[src/command_frame_parser_core_defines.svh]
// ----------------------------------------------------------------------------
// command frame parser assertion macros
// shared concurrent assertion forms, clocked on clock, quiet during reset
// ----------------------------------------------------------------------------
`ifndef COMMAND_FRAME_PARSER_CORE_DEFINES_SVH
`define COMMAND_FRAME_PARSER_CORE_DEFINES_SVH

// same-cycle implication
`define CFP_ASSERT_SAME(label, pre, post) \
   label: assert property (@(posedge clock) disable iff (reset) (pre) |-> (post)) \
      else $error("cfp assertion failed");

// next-cycle implication
`define CFP_ASSERT_NEXT(label, pre, post) \
   label: assert property (@(posedge clock) disable iff (reset) (pre) |=> (post)) \
      else $error("cfp assertion failed");

`endif

[src/cfp_pkg.sv]
// ----------------------------------------------------------------------------
// cfp_pkg
// constants, phase codes and result type of the command frame parser
// ----------------------------------------------------------------------------
package cfp_pkg;

   localparam int BYTE_WIDTH  = 8;
   localparam int VALUE_WIDTH = 32;
   localparam int SLOT_WIDTH  = 3;

   localparam logic [BYTE_WIDTH-1:0] HEADER_BYTE = 8'hFA;
   localparam logic [BYTE_WIDTH-1:0] TAIL_BYTE_A = 8'hDD;
   localparam logic [BYTE_WIDTH-1:0] TAIL_BYTE_B = 8'hFF;
   localparam logic [BYTE_WIDTH-1:0] MAX_ID      = 8'h07;
   localparam logic [SLOT_WIDTH-1:0] STOP_ID     = 3'd7;
   localparam logic [SLOT_WIDTH-1:0] STOP_SLOT   = 3'd0;
   localparam logic [1:0]            LAST_PAYLOAD = 2'd3;

   localparam int REQ_DATA_WIDTH = 8;
   localparam int RSP_DATA_WIDTH = 40;

   typedef enum logic [2:0] {
      PH_HUNT   = 3'd0,
      PH_ID     = 3'd1,
      PH_DATA   = 3'd2,
      PH_TAIL_A = 3'd3,
      PH_TAIL_B = 3'd4
   } phase_type;

   typedef struct packed {
      logic [SLOT_WIDTH-1:0]  slot_index;
      logic [VALUE_WIDTH-1:0] slot_value;
      logic                   stop_seen;
   } result_type;

endpackage

[src/command_frame_parser_core.sv]
// ----------------------------------------------------------------------------
// command_frame_parser_core
// recognises command frames in a received byte stream
// ----------------------------------------------------------------------------
// req channel: one received byte per request in req_tdata.
// a frame is FA, id 0..7, four payload bytes (least significant first),
// DD, FF; a bad header, id or tail byte sends the parser back to hunting.
// rsp channel: one request per completed frame with the slot written and
// its new value; id 7 is stop, reported as slot 0, value 0, rsp_tuser high.
// throughput: one byte per cycle while the result register can take a result;
// the state update lies between the input register and the result register.
// the closing FF byte passes the input register, then the result register, before it shows up on rsp.
// reset: parser hunts for a header, input and result registers are empty.
// while rsp_tready is low with a result waiting, req_tready holds low once
// the input register is full; nothing is dropped.
// ----------------------------------------------------------------------------
module command_frame_parser_core
   import cfp_pkg::*;
(
   input  logic                      clock,
   input  logic                      reset,
   input  logic                      req_tvalid,
   output logic                      req_tready,
   input  logic [REQ_DATA_WIDTH-1:0] req_tdata,   // [7:0] rx_byte
   output logic                      rsp_tvalid,
   input  logic                      rsp_tready,
   output logic [RSP_DATA_WIDTH-1:0] rsp_tdata,   // [2:0] slot_index, [34:3] slot_value
   output logic                      rsp_tuser    // [0] stop_seen
);

   logic                  take;
   logic                  byte_valid;
   logic [BYTE_WIDTH-1:0] byte_data;
   logic                  out_ready;
   logic                  res_valid;
   result_type            res;

   cfp_in_reg u_in_reg (
      .clock      (clock),
      .reset      (reset),
      .req_tvalid (req_tvalid),
      .req_tready (req_tready),
      .req_tdata  (req_tdata),
      .take       (take),
      .byte_valid (byte_valid),
      .byte_data  (byte_data)
   );

   cfp_parser u_parser (
      .clock      (clock),
      .reset      (reset),
      .byte_valid (byte_valid),
      .byte_data  (byte_data),
      .out_ready  (out_ready),
      .take       (take),
      .res_valid  (res_valid),
      .res        (res)
   );

   cfp_out_reg u_out_reg (
      .clock      (clock),
      .reset      (reset),
      .res_valid  (res_valid),
      .res        (res),
      .out_ready  (out_ready),
      .rsp_tvalid (rsp_tvalid),
      .rsp_tready (rsp_tready),
      .rsp_tdata  (rsp_tdata),
      .rsp_tuser  (rsp_tuser)
   );

endmodule

[src/cfp_in_reg.sv]
// ----------------------------------------------------------------------------
// cfp_in_reg
// input register holding one received byte until the parser takes it
// ----------------------------------------------------------------------------
module cfp_in_reg
   import cfp_pkg::*;
(
   input  logic                      clock,
   input  logic                      reset,
   input  logic                      req_tvalid,
   output logic                      req_tready,
   input  logic [REQ_DATA_WIDTH-1:0] req_tdata,
   input  logic                      take,
   output logic                      byte_valid,
   output logic [BYTE_WIDTH-1:0]     byte_data
);

   logic                  valid_ff;
   logic                  valid_in;
   logic [BYTE_WIDTH-1:0] data_ff;
   logic [BYTE_WIDTH-1:0] data_in;

   assign req_tready = !valid_ff || take;

   always_comb begin
      valid_in = valid_ff;
      data_in  = data_ff;
      if (req_tready) begin
         valid_in = req_tvalid;
         data_in  = req_tdata[BYTE_WIDTH-1:0];
      end
   end

   always_ff @(posedge clock) begin
      if (reset) begin
         valid_ff <= 1'b0;
      end else begin
         valid_ff <= valid_in;
      end
   end

   always_ff @(posedge clock) begin
      data_ff <= data_in;
   end

   assign byte_valid = valid_ff;
   assign byte_data  = data_ff;

endmodule

[src/cfp_parser.sv]
// ----------------------------------------------------------------------------
// cfp_parser
// frame state machine: header, id, four payload bytes, two tail bytes
// ----------------------------------------------------------------------------
`include "command_frame_parser_core_defines.svh"

module cfp_parser
   import cfp_pkg::*;
(
   input  logic                  clock,
   input  logic                  reset,
   input  logic                  byte_valid,
   input  logic [BYTE_WIDTH-1:0] byte_data,
   input  logic                  out_ready,
   output logic                  take,
   output logic                  res_valid,
   output result_type            res
);

   phase_type              phase_ff;
   phase_type              phase_in;
   logic [1:0]             count_ff;
   logic [1:0]             count_in;
   logic [SLOT_WIDTH-1:0]  command_ff;
   logic [SLOT_WIDTH-1:0]  command_in;
   logic [VALUE_WIDTH-1:0] word_ff;
   logic [VALUE_WIDTH-1:0] word_in;
   logic                   step;

   assign step = byte_valid && out_ready;
   assign take = step;

   always_ff @(posedge clock) begin
      if (reset) begin
         phase_ff   <= PH_HUNT;
         count_ff   <= 2'd0;
         command_ff <= '0;
      end else begin
         phase_ff   <= phase_in;
         count_ff   <= count_in;
         command_ff <= command_in;
      end
   end

   always_ff @(posedge clock) begin
      word_ff <= word_in;
   end

   always_comb begin
      phase_in       = phase_ff;
      count_in       = count_ff;
      command_in     = command_ff;
      word_in        = word_ff;
      res_valid      = 1'b0;
      res.slot_index = command_ff;
      res.slot_value = word_ff;
      res.stop_seen  = 1'b0;
      if (step) begin
         unique case (phase_ff)
            PH_ID: begin
               if (byte_data <= MAX_ID) begin
                  command_in = byte_data[SLOT_WIDTH-1:0];
                  phase_in   = PH_DATA;
               end else begin
                  phase_in = PH_HUNT;
               end
            end
            PH_DATA: begin
               word_in[{count_ff, 3'b000} +: BYTE_WIDTH] = byte_data;
               count_in = count_ff + 2'd1;
               if (count_ff == LAST_PAYLOAD) begin
                  phase_in = PH_TAIL_A;
               end
            end
            PH_TAIL_A: begin
               phase_in = (byte_data == TAIL_BYTE_A) ? PH_TAIL_B : PH_HUNT;
            end
            PH_TAIL_B: begin
               phase_in = PH_HUNT;
               if (byte_data == TAIL_BYTE_B) begin
                  res_valid = 1'b1;
                  if (command_ff == STOP_ID) begin
                     res.slot_index = STOP_SLOT;
                     res.slot_value = '0;
                     res.stop_seen  = 1'b1;
                  end
               end
            end
            default: begin
               phase_in = (byte_data == HEADER_BYTE) ? PH_ID : PH_HUNT;
            end
         endcase
      end
   end

   `CFP_ASSERT_NEXT(a_idle_holds, !step, $stable(phase_ff) && $stable(count_ff))
   `CFP_ASSERT_NEXT(a_fourth_payload,
      step && phase_ff == PH_DATA && count_ff == LAST_PAYLOAD,
      phase_ff == PH_TAIL_A && count_ff == 2'd0)
   `CFP_ASSERT_SAME(a_stop_clears_slot0, res_valid && res.stop_seen,
      res.slot_index == STOP_SLOT && res.slot_value == '0)
   `CFP_ASSERT_NEXT(a_result_rehunts, res_valid, phase_ff == PH_HUNT)

endmodule

[src/cfp_out_reg.sv]
// ----------------------------------------------------------------------------
// cfp_out_reg
// result register towards the response channel
// ----------------------------------------------------------------------------
module cfp_out_reg
   import cfp_pkg::*;
(
   input  logic                      clock,
   input  logic                      reset,
   input  logic                      res_valid,
   input  result_type                res,
   output logic                      out_ready,
   output logic                      rsp_tvalid,
   input  logic                      rsp_tready,
   output logic [RSP_DATA_WIDTH-1:0] rsp_tdata,
   output logic                      rsp_tuser
);

   logic       valid_ff;
   logic       valid_in;
   result_type res_ff;
   result_type res_in;

   assign out_ready = !valid_ff || rsp_tready;

   always_comb begin
      valid_in = valid_ff;
      res_in   = res_ff;
      if (out_ready) begin
         valid_in = res_valid;
         res_in   = res;
      end
   end

   always_ff @(posedge clock) begin
      if (reset) begin
         valid_ff <= 1'b0;
      end else begin
         valid_ff <= valid_in;
      end
   end

   always_ff @(posedge clock) begin
      res_ff <= res_in;
   end

   assign rsp_tvalid = valid_ff;
   assign rsp_tdata  = {{(RSP_DATA_WIDTH - VALUE_WIDTH - SLOT_WIDTH){1'b0}},
                        res_ff.slot_value, res_ff.slot_index};
   assign rsp_tuser  = res_ff.stop_seen;

endmodule
[config.mk]
export PLATFORM = sky130hd
export DESIGN_NAME = command_frame_parser_core
export DESIGN_NICKNAME = d
export VERILOG_FILES = /design/src/cfp_pkg.sv /design/src/command_frame_parser_core.sv /design/src/cfp_in_reg.sv /design/src/cfp_parser.sv /design/src/cfp_out_reg.sv
export VERILOG_INCLUDE_DIRS = /design/src /design/src/src
export SDC_FILE = /design/constraint.sdc
export NUM_CORES = 1
export LEC_CHECK = 0
export ABC_CLOCK_PERIOD_IN_PS = 6000
export BUFFER_PORTS_ARGS = -buffer_cell sky130_fd_sc_hd__buf_2
export CAP_MARGIN = 20
export CORE_MARGIN = 1
export CORE_UTILIZATION = 60
export DETAILED_ROUTE_END_ITERATION = 16
export GPL_ROUTABILITY_DRIVEN = 1
export GPL_TIMING_DRIVEN = 0
export PLACE_DENSITY = 0.86
export SETUP_SLACK_MARGIN = 0.1
export SLEW_MARGIN = 20
export SYNTH_ARGS = -nofsm -noshare
export SYNTH_HDL_FRONTEND = slang
export SYNTH_SLANG_ARGS = --single-unit
[constraint.sdc]
create_clock -name clock -period 6 [get_ports clock]
set_input_delay 0 -clock clock [delete_from_list [all_inputs] [get_ports clock]]
set_output_delay 0 -clock clock [all_outputs]
set_load 0.005 [all_outputs]
### Word level (Yosys, flattened, before mapping)

Index checks and enable logic that the tools add are counted.

| word-level totals | value |
|---|---|
| register bits | 86 |
| input bits | 12 |
| output and inout port bits | 43 |
| logic and storage cells | 47 |

| operators by class | value |
|---|---|
| $add $sub $neg | 2 |
| magnitude comparators | 1 |
| equality and inequality tests | 10 |
| shifts and indexed selects | 2 |
| multiplexer cells | 13 |
| reduce and logical (&&, ||, !) cells | 9 |

Operators by type and width:

| cell | count |
|---|---|
| 2-to-1 mux 36 bit | 4 |
| bitwise mux 32 bit | 1 |
| variable shift 8 x 7 -> 32 bit (first input constant) | 1 |
| indexed part select 8 x 7 -> 32 bit | 1 |
| == test 8 bit (second input constant) | 3 |
| case mux 3 bit (4 select lines) | 1 |
| <= comparator 8 x 3 -> 1 bit (second input constant) | 1 |
| negation 5 -> 7 bit | 1 |
| == test 3 x 2 -> 1 bit (second input constant) | 2 |
| == test 3 bit (second input constant) | 2 |
| 2-to-1 mux 3 bit | 2 |
| AND reduction 3 bit | 2 |
| 2-to-1 mux 1 bit | 4 |
| AND reduction 2 bit | 2 |
| == test 3 x 1 -> 1 bit (second input constant) | 1 |
| adder 2 x 1 -> 2 bit (second input constant) | 1 |
| == test 2 bit (second input constant) | 1 |
| zero test 1 bit | 2 |
| logical OR 1 bit | 2 |
| 2-to-1 mux 2 bit | 1 |
| inequality test 2 x 1 -> 1 bit (second input constant) | 1 |
| logical AND 1 bit | 1 |

### Longest topological paths before layout

| depth | value |
|---|---|
| word-level depth | 5 |
| mapped depth | 6 |
| gate-level depth less buffers | 5 |

### Hierarchy

A second synthesis with hierarchy kept.

| unflattened totals | value |
|---|---|
| cell total of the unflattened synthesis | 235 |
| area total of the unflattened synthesis | 3608.5 µm² |

Modules (own cells, without submodules):

| module | times used | cells each | area each (µm²) | sequential area each (µm²) |
|---|---|---|---|---|
| cfp_parser | 1 | 177 | 2153.3 | 1121.1 |
| cfp_out_reg | 1 | 46 | 1168.6 | 1101.1 |
| cfp_in_reg | 1 | 12 | 286.5 | 260.2 |

### Worst setup path before layout

Ideal clock, no wire load.

| timing path | value |
|---|---|
| path kind | reg-to-reg |
| from | register u_out_reg.valid_ff (netlist: u_out_reg.rsp_tvalid) |
| to | register u_out_reg.res_ff (netlist bit u_out_reg.rsp_tdata[10]) (data pin) |
| setup time | 0.253 ns |
| data arrival time | 1.932 ns |
| data required time | 5.747 ns |
| path slack | 3.815 ns |
| cell stages (with the launch flop) | 7 |
| buffers on the path | 1 |
| period minus slack after synthesis | 2.185 ns |
| path through | dfxtp_1 > nor2b_4 > inv_1 > and2_1 > nand3_4 > buf_6 > and2_4 |

RTL lines:

| item | line | RTL |
|---|---|---|
| start: declaration | cfp_out_reg.sv:19 | `logic valid_ff;` |
| start signal: assignment | cfp_out_reg.sv:39 | `valid_ff <= valid_in;` |
| end signal: assignment | cfp_out_reg.sv:44 | `res_ff <= res_in;` |
| end: declaration | cfp_out_reg.sv:21 | `result_type res_ff;` |

==> impl_metrics.env <==
export IMPL_status="finished, final reports clean"
export IMPL_final_setup_worst_slack_ps=3930
export IMPL_cts_root_buf="clkbuf_8"
export IMPL_port_buffers=49
export IMPL_yosysSeqAreaShare=0.690
export IMPL_power_share_switching=0.208
export IMPL_ys_warnings_count=0
export IMPL_n_antenna_cell=0
export IMPL_synth_top_family_by_area="simple AND/OR/NAND/NOR gates"
export IMPL_slowest_stage="inv_2"
export IMPL_post_dp_hpwl_mm=3.86
export IMPL_required_ps=6120
export IMPL_drive_gt1_frac=0.356
export IMPL_p_per_area_mw_per_mm2=253
export IMPL_syn_inst=246
export IMPL_drc=0
export IMPL_grt_pass1_vias=1924
export IMPL_die_width_um=79.4
export IMPL_numClockSinks=86
export IMPL_synth_cell_types=40
export IMPL_startpoint_type="flip-flop"
export IMPL_yosys_area_share_xor_xnor=0.00244
export IMPL_rows=27
export IMPL_setup_viol=0
export IMPL_slowest_delay_ps=560
export IMPL_die_height_um=79.4
export IMPL_ant_nets=0
export IMPL_routed_via_count=2011
export IMPL_critPathMaxFanout=41
export IMPL_start_util=0.637
export IMPL_worst_pin_slew_ps=790
export IMPL_clk_latency_ps=360
export IMPL_cts_buffers=9
export IMPL_crit_buf_inv=2
export IMPL_p_int_uw=854
export IMPL_synth_area_top_cells="edfxtp_1 63%, and2_4 7.1%, dfxtp_1 5.6%"
export IMPL_synth_compound_area_frac=0.0195
export IMPL_yosysTopAreaCell="edfxtp_1"
export IMPL_synth_adder_area_share=0.0209
export IMPL_rsz0062_at_grt="false"
export IMPL_fmax_ghz=0.483
export IMPL_place_gp_congestion=0.808
export IMPL_synth_edf_count=76
export IMPL_syn_area_mm2=0.00360
export IMPL_syn2layout_area_growth_pct=18.3
export IMPL_final_instance_count_excl_fill=398
export IMPL_grt_pass1_wl_mm=9.46
export IMPL_via_per_inst=5.05
export IMPL_drt_initial_drc_count=95
export IMPL_dr_pass1_iters=4
export IMPL_p_comb_frac=0.022
export IMPL_ys_flop_type="edfxtp_1"
export IMPL_dp_cells=371
export IMPL_tns_ps=0
export IMPL_crit_path_end_kind="flip-flop"
export IMPL_cp_cell_sequence="nor2b_4 -> inv_2 -> and2_1 -> nand3_4 -> buf_6 -> and2_4"
export IMPL_tritoncts="built"
export IMPL_synthArstFlopShare=0
export IMPL_n_fill_cell=348
export IMPL_yosysMostFrequentCell="edfxtp_1"
export IMPL_ctsLongestPathBuffers=2
export IMPL_pin_count=55
export IMPL_holdWs_ps=346
export IMPL_ir_drop_uv=128
export IMPL_core_mm2=0.00564
export IMPL_p_seq_frac=0.605
export IMPL_cp_top_family="simple AND/OR/NAND/NOR gates"
export IMPL_grt_usage=0.212
export IMPL_cp_arrival_ps=2190
export IMPL_multi_input_area_mm2=0.00101
export IMPL_postSynthAreaPerCell_um2=14.6
export IMPL_die_area_mm2=0.00631
export IMPL_wirelength_mm=5.78
export IMPL_hp_class="in2reg"
export IMPL_grt_antenna_before_repair=0
export IMPL_clk_pin_slew_ps=90
export IMPL_regArea_mm2=0.00248
export IMPL_dp_slack_ps=3890
export IMPL_synth_mux_area_frac=0.0111
export IMPL_drv_slew=0
export IMPL_crit_type="reg2reg"
export IMPL_ys_seq_elements=86
export IMPL_htreeDepth=3
export IMPL_fin_nets=339
export IMPL_grt_max_degree=42
export IMPL_skew_ps=9.15
export IMPL_period_minus_slack_ps=2070
export IMPL_pwr_share_clk=0.373
export IMPL_yosys_area_share_simple=0.223
export IMPL_switching_power_uw=224
export IMPL_yosys_top_cells_count="76 x edfxtp_1, 31 x nor2_1, 29 x and2_4"
export IMPL_slew_limit_headroom=0.473
export IMPL_max_cap_violations=0
export IMPL_synth_top_area_frac=0.635
export IMPL_wl_per_cell_um=14.5
export IMPL_timing_final_crit_share=0.345
export IMPL_grt_remaining_overflow=0
export IMPL_hold_violations=0
export IMPL_power_leakage_nw=1.48
[state kept, by name, summed over array words and instances (netlist names)]
signal and cells:
u_parser.command_ff 3, u_parser.phase_ff 3, u_parser.count_ff 2, u_out_reg.rsp_tdata 35
u_parser.word_ff 32, u_in_reg.byte_data 8, u_out_reg.rsp_tuser 1, u_in_reg.byte_valid 1
u_out_reg.rsp_tvalid 1
[cell type report]
cell class | count | area share
Tap cell | 72 | 0.0212
Multi-Input combinational cell | 148 | 0.239
Sequential cell | 86 | 0.584
Timing Repair Buffer | 60 | 0.0836
Buffer | 12 | 0.0232
Clock buffer | 9 | 0.0291
Inverter | 4 | 0.00353
Clock inverter | 7 | 0.0171
[metrics by stage]
stage,power [mW],cell area (µm²),utilization
2_1_floorplan,0.676,3610,-
3_5_place_dp,0.684,3950,0.699
6_report,1.08,4250,0.754
3_3_place_gp,0.683,3950,0.699
5_1_grt,1.11,4250,0.754
4_1_cts,1.08,4250,0.754
[cells in the final DEF (no fill, tap or decap), types with 4 or more instances in the layout]
cell type      synthesis  final
and2_1                12     12
and2_2                 4      4
and2_4                29     29
buf_2                  1     50
buf_4                  5      5
clkbuf_8               0      9
conb_1                 1      5
dfxtp_1               10     10
dlygate4sd3_1          0     11
edfxtp_1              76     76
ha_1                   6      6
mux2i_1                4      4
nand2_1               11     11
nand2b_1              13     13
nor2_1                31     31
o21a_1                 4      4
[power by group through the flow]
stage | combinational [mW] | sequential [mW] | clock, mW
2_1_floorplan | 0.0127 | 0.663 | 0
3_3_place_gp | 0.0173 | 0.665 | 0
3_5_place_dp | 0.0181 | 0.665 | 0
4_1_cts | 0.0236 | 0.652 | 0.404
5_1_grt | 0.0262 | 0.652 | 0.427
6_report | 0.0241 | 0.652 | 0.402
[path summary, 6_finish.rpt]
kind	startpoint	to	slack [ps]	depth (start not counted)
max	u_out_reg.rsp_tvalid	u_out_reg.rsp_tdata[27]	3930	6
min	req_tdata[4]	u_in_reg.byte_data[4]	350	2
max reg2reg	u_out_reg.rsp_tvalid	u_out_reg.rsp_tdata[27]	3930	6
min reg2reg	u_parser.command_ff[2]	u_parser.command_ff[2]	520	2
[logic make-up after synthesis]
| logic type | after synthesis |
|---|---|
| AOI/OAI and AO/OA | 11 |
| xor gates and xnor gates | 1 |
| adders and majority gates | 6 |
| buffers and inverters | 16 |
| DFF | 86 |
| muxes | 4 |
| other | 1 |
| and+or+nand+nor | 121 |
[metal layers]
metal | global-route usage | routed length, µm | share of wire | up-vias
met4 | 0.135 | 178 | 0.031 | 0
met3 | 0.0594 | 340 | 0.059 | 16
met2 | 0.336 | 2850 | 0.49 | 88
li1 | - | - | - | 994
met5 | 0 | 0 | 0 | -
met1 | 0.256 | 2400 | 0.42 | 913
[repair_timing]
action | CTS | global route
setup buffers | 0 | 0
hold endpoints to repair | 13 | 0
resized for setup | 0 | 0
hold buffers | 11 | 0
(Power assumes the default switching activity.)
